## src/design/bmhq_pkg.sv

```systemverilog
// shared types and codes for the binary min-heap queue
package bmhq_pkg;

    typedef enum logic [1:0] {
        ST_DONE  = 2'd0,
        ST_EMPTY = 2'd1,
        ST_FULL  = 2'd2
    } t_status;

    typedef enum logic {
        REQ_PUSH = 1'b0,
        REQ_POP  = 1'b1
    } t_req;

    typedef struct packed {
        logic               is_pop;
        logic signed [31:0] key;
        logic        [31:0] payload;
    } t_cmd;

    typedef enum logic [3:0] {
        S_IDLE,
        S_PUSH_WR,
        S_UP_RD,
        S_UP_CMP,
        S_POP_RD0,
        S_POP_RDL,
        S_POP_WR0,
        S_DN_RDL,
        S_DN_RDR,
        S_DN_CMP,
        S_REPLY
    } t_state;

endpackage

```

## src/design/bmhq_front.sv

```systemverilog
// front end: request capture into a small command queue
module bmhq_front
    import bmhq_pkg::*;
(
    input  logic               i_clk,
    input  logic               i_rst_n,
    input  logic               i_push,
    input  t_cmd               i_cmd,
    input  logic               i_pop,
    output logic               o_full,
    output logic               o_valid,
    output t_cmd               o_cmd
);

    t_cmd       r_q [2];
    logic       r_wp, n_wp;
    logic       r_rp, n_rp;
    logic [1:0] r_cnt, n_cnt;

    always_comb begin
        n_wp  = r_wp ^ i_push;
        n_rp  = r_rp ^ i_pop;
        n_cnt = r_cnt + {1'b0, i_push} - {1'b0, i_pop};
    end

    always_ff @(posedge i_clk) begin
        if (!i_rst_n) begin
            r_wp  <= 1'b0;
            r_rp  <= 1'b0;
            r_cnt <= 2'd0;
        end else begin
            r_wp  <= n_wp;
            r_rp  <= n_rp;
            r_cnt <= n_cnt;
        end
    end

    always_ff @(posedge i_clk) begin
        if (i_push) begin
            r_q[r_wp] <= i_cmd;
        end
    end

    assign o_full  = r_cnt == 2'd2;
    assign o_valid = r_cnt != 2'd0;
    assign o_cmd   = r_q[r_rp];

    a_no_over: assert property (@(posedge i_clk) disable iff (!i_rst_n)
        o_full |-> !i_push) else $error("queue overflow");
    a_no_under: assert property (@(posedge i_clk) disable iff (!i_rst_n)
        !o_valid |-> !i_pop) else $error("queue underflow");
    a_cnt: assert property (@(posedge i_clk) disable iff (!i_rst_n)
        r_cnt != 2'd3) else $error("bad count");

endmodule

```

## config.mk

```make
export PLATFORM = sky130hd
export DESIGN_NAME = bmhq_front
export DESIGN_NICKNAME = d
export VERILOG_FILES = /design/src/design/bmhq_pkg.sv /design/src/design/bmhq_front.sv
export SDC_FILE = /design/constraint.sdc
export NUM_CORES = 1
export LEC_CHECK = 0
export BUFFER_PORTS_ARGS = -buffer_cell sky130_fd_sc_hd__buf_2
export CORE_ASPECT_RATIO = 2
export CORE_MARGIN = 3
export CORE_UTILIZATION = 35
export CTS_CLUSTER_SIZE = 8
export DETAILED_ROUTE_END_ITERATION = 8
export HOLD_SLACK_MARGIN = 0.03
export PLACE_DENSITY = 0.61
export SYNTH_ARGS = -nofsm -noshare
export SYNTH_HDL_FRONTEND = slang
export SYNTH_SLANG_ARGS = --single-unit
```

## constraint.sdc

```tcl
create_clock -name i_clk -period 2.4 [get_ports i_clk]
set_clock_uncertainty 0.2 [all_clocks]
set_input_delay 0.12 -clock i_clk [delete_from_list [all_inputs] [get_ports i_clk]]
set_output_delay 0.12 -clock i_clk [all_outputs]
set_load 0.005 [all_outputs]
```

==> results.sh <==
export IMPL_dp_hpwl_um=6800
export IMPL_vias_per_cell=4.28
export IMPL_die_area_um2=16200
export IMPL_ant_nets=0
export IMPL_grt_antenna_before_repair=1
export IMPL_drc_errors=0
export IMPL_use_met2=0.256
export IMPL_maxCapViolCount=0
export IMPL_p_leak_nw=2.92
export IMPL_cts_tree="built"
export IMPL_wl_per_cell_um=16.0
export IMPL_max_freq_mhz=480
export IMPL_yosys_area_share_adder=0.00975
export IMPL_overflow=0
export IMPL_placed_cell_area_um2=6090
export IMPL_start_util=0.358
export IMPL_hold_viol=0
export IMPL_drive_gt1_frac=0.524
export IMPL_syn_area_um2=5130
export IMPL_layout_common_cells="135 x buf_2, 130 x edfxtp_1, 69 x dlygate4sd3_1, 50 x mux2_4, 17 x clkbuf_16"
export IMPL_synth_warnings=0
export IMPL_setup_viol=0
export IMPL_use_met3=0.0328
export IMPL_clkSlewWorstSetupHoldPaths_ns=0.06
export IMPL_die_h_um=177
export IMPL_core_area_um2=14400
export IMPL_crit_fanout=19
export IMPL_rows=62
export IMPL_min_to="r_q[1][64]$_DFFE_PP_"
export IMPL_layout_nets=518
export IMPL_grt_most_used_layer="met2"
export IMPL_drv_slew=0
export IMPL_critPathKind="register to output pin"
export IMPL_finalInstanceArea_um2=7410
export IMPL_h_tree_depth=4
export IMPL_port_buffers=135
export IMPL_arrival_ns=1.77
export IMPL_rr_startpoint="r_wp$_SDFF_PN0_"
export IMPL_timing_slew_headroom=0.748
export IMPL_syn_nets=296
export IMPL_synth_compound_area_frac=0
export IMPL_gp_congestion=0.722
export IMPL_clock_path_buffers=2
export IMPL_fin_crit_ns=2.09
export IMPL_hold_path_class="primary input to register"
export IMPL_cts_setup_buffers=0
export IMPL_rsz0062_at_grt="false"
export IMPL_vdd_drop_max_mv=0.520
export IMPL_whs_ns=0.234
export IMPL_die_w_um=91.6
export IMPL_num_vias=2787
export IMPL_synth_mux_area_frac=0.179
export IMPL_cts_buffers=17
export IMPL_power_density_nw_per_um2=841
export IMPL_final_common_cell="buf_2"
export IMPL_use_met1=0.127
export IMPL_synth_top_family_by_area="multiplexers"
export IMPL_clockRootBuffer="clkbuf_16"
export IMPL_worst_setup_path_start_kind="register"
export IMPL_grt_pass1_vias=3223
export IMPL_tns_ns=0
export IMPL_worstHoldStart="i_cmd[64]"
export IMPL_drtPass1Iterations=4
export IMPL_reg2reg_depth=2
export IMPL_status="finished clean"
export IMPL_worst_slew_pin_slew_ns=0.379
export IMPL_clk_latency_ns=0.40
export IMPL_ff2ff_setup_slack_ns=0.89
export IMPL_end_kind="output pin"
export IMPL_grt_pass1_wl_um=16200
export IMPL_ys_seq_elements=135
export IMPL_yosys_area_share_simple=0.00853
export IMPL_drt_initial_drc_count=96
export IMPL_synth_cells=223
export IMPL_io_pins=136
export IMPL_reg2reg_to="r_q[1][19]$_DFFE_PP_"
export IMPL_wirelength_um=10400
export IMPL_syn_to_final_growth_pct=44.3
export IMPL_syn_area_per_cell_um2=23.0
export IMPL_synth_cell_types=13
export IMPL_synth_xor_area_frac=0.00609
export IMPL_cts_sinks=135
export IMPL_cp_required_ns=2.08
export IMPL_grt_usage=0.134
export IMPL_finish_utilization=0.516
export IMPL_yosysSeqAreaShare=0.780
export IMPL_min_path_cells=2
export IMPL_fin_crit_sh=0.869
export IMPL_grt_max_degree=66
## through the flow
| stage | cells | worst slack [ns] | power (W) |
|---|---|---|---|
| finish | 651 | 0.315 | 0.00623 |
| global route | 651 | 0.217 | 0.00646 |
| CTS | 650 | 0.256 | 0.00632 |
| detailed placement | 549 | 0.700 | 0.00349 |
| global placement | 549 | 0.741 | 0.00346 |
| floorplan | 223 | 0.539 | 0.00320 |
## flip-flops by register name (all words and copies together) (netlist names), named ones only
signal	count
r_wp	1
r_q	130
r_cnt	2
r_rp	1
## where the power goes
part           switching (W)  internal [W]
Combinational       0.000280      0.000424
Sequential         0.0000557       0.00275
Clock               0.000967       0.00175
## cells by family (layout without fill, tap and decap cells)
family | Yosys count | in the layout
mux | 65 | 65
other cells | 0 | 1
buf+inv | 10 | 245
simple gates | 7 | 7
xor+xnor | 2 | 2
flops | 135 | 135
fa+ha+maj | 4 | 4
## cell usage after synthesis
cell,instances,area share
edfxtp_1,130,0.76
mux2_4,50,0.15
mux2_2,15,0.033
buf_6,6,0.013
dfxtp_1,5,0.020
ha_1,4,0.0098
and2_1,3,0.0037
inv_1,3,0.0022
nor2b_1,3,0.0037
buf_2,1,0.00097
or2_2,1,0.0012
xnor3_1,1,0.0044
xor2_1,1,0.0017
## worst max-delay path: stages, from the launching register on
cell and delay [ns]:
dfxtp_4 0.56, buf_4 0.31, mux2_2 0.36, buf_2 0.13
## metal layers
metal	share of wire	routed length, um
met3	0.036	379
met4	0.029	300
met1	0.34	3490
met5	0	0
met2	0.60	6220
## area by class of cell
cell class,count,area [um^2]
fill,1219,6950
sequential,135,4010
timing repair buffer,210,1450
multi-input combinational,78,1070
clock buffer,19,433
tap,192,240
clock inverter,13,193
inverter,3,11.3
antenna,1,2.50
## repair_timing
action | in CTS | in global routing
endpoints found under the hold margin | 135 | 0
hold buffers | 69 | 0
resized for setup | 0 | 0
setup endpoints to repair | 0 | 0
## worst max path at each step
| stage | from | end |
|---|---|---|
| final | register | o_cmd[6] |
| after global routing | register | o_cmd[11] |
| after CTS | register | o_cmd[6] |
| after detailed placement | register | o_cmd[6] |
| after global placement | register | o_cmd[11] |
| after floorplan | r_wp$_SDFF_PN0_ | r_q[0][0]$_DFFE_PP_ |
No activity file was read; power rests on OpenSTA's default activity.
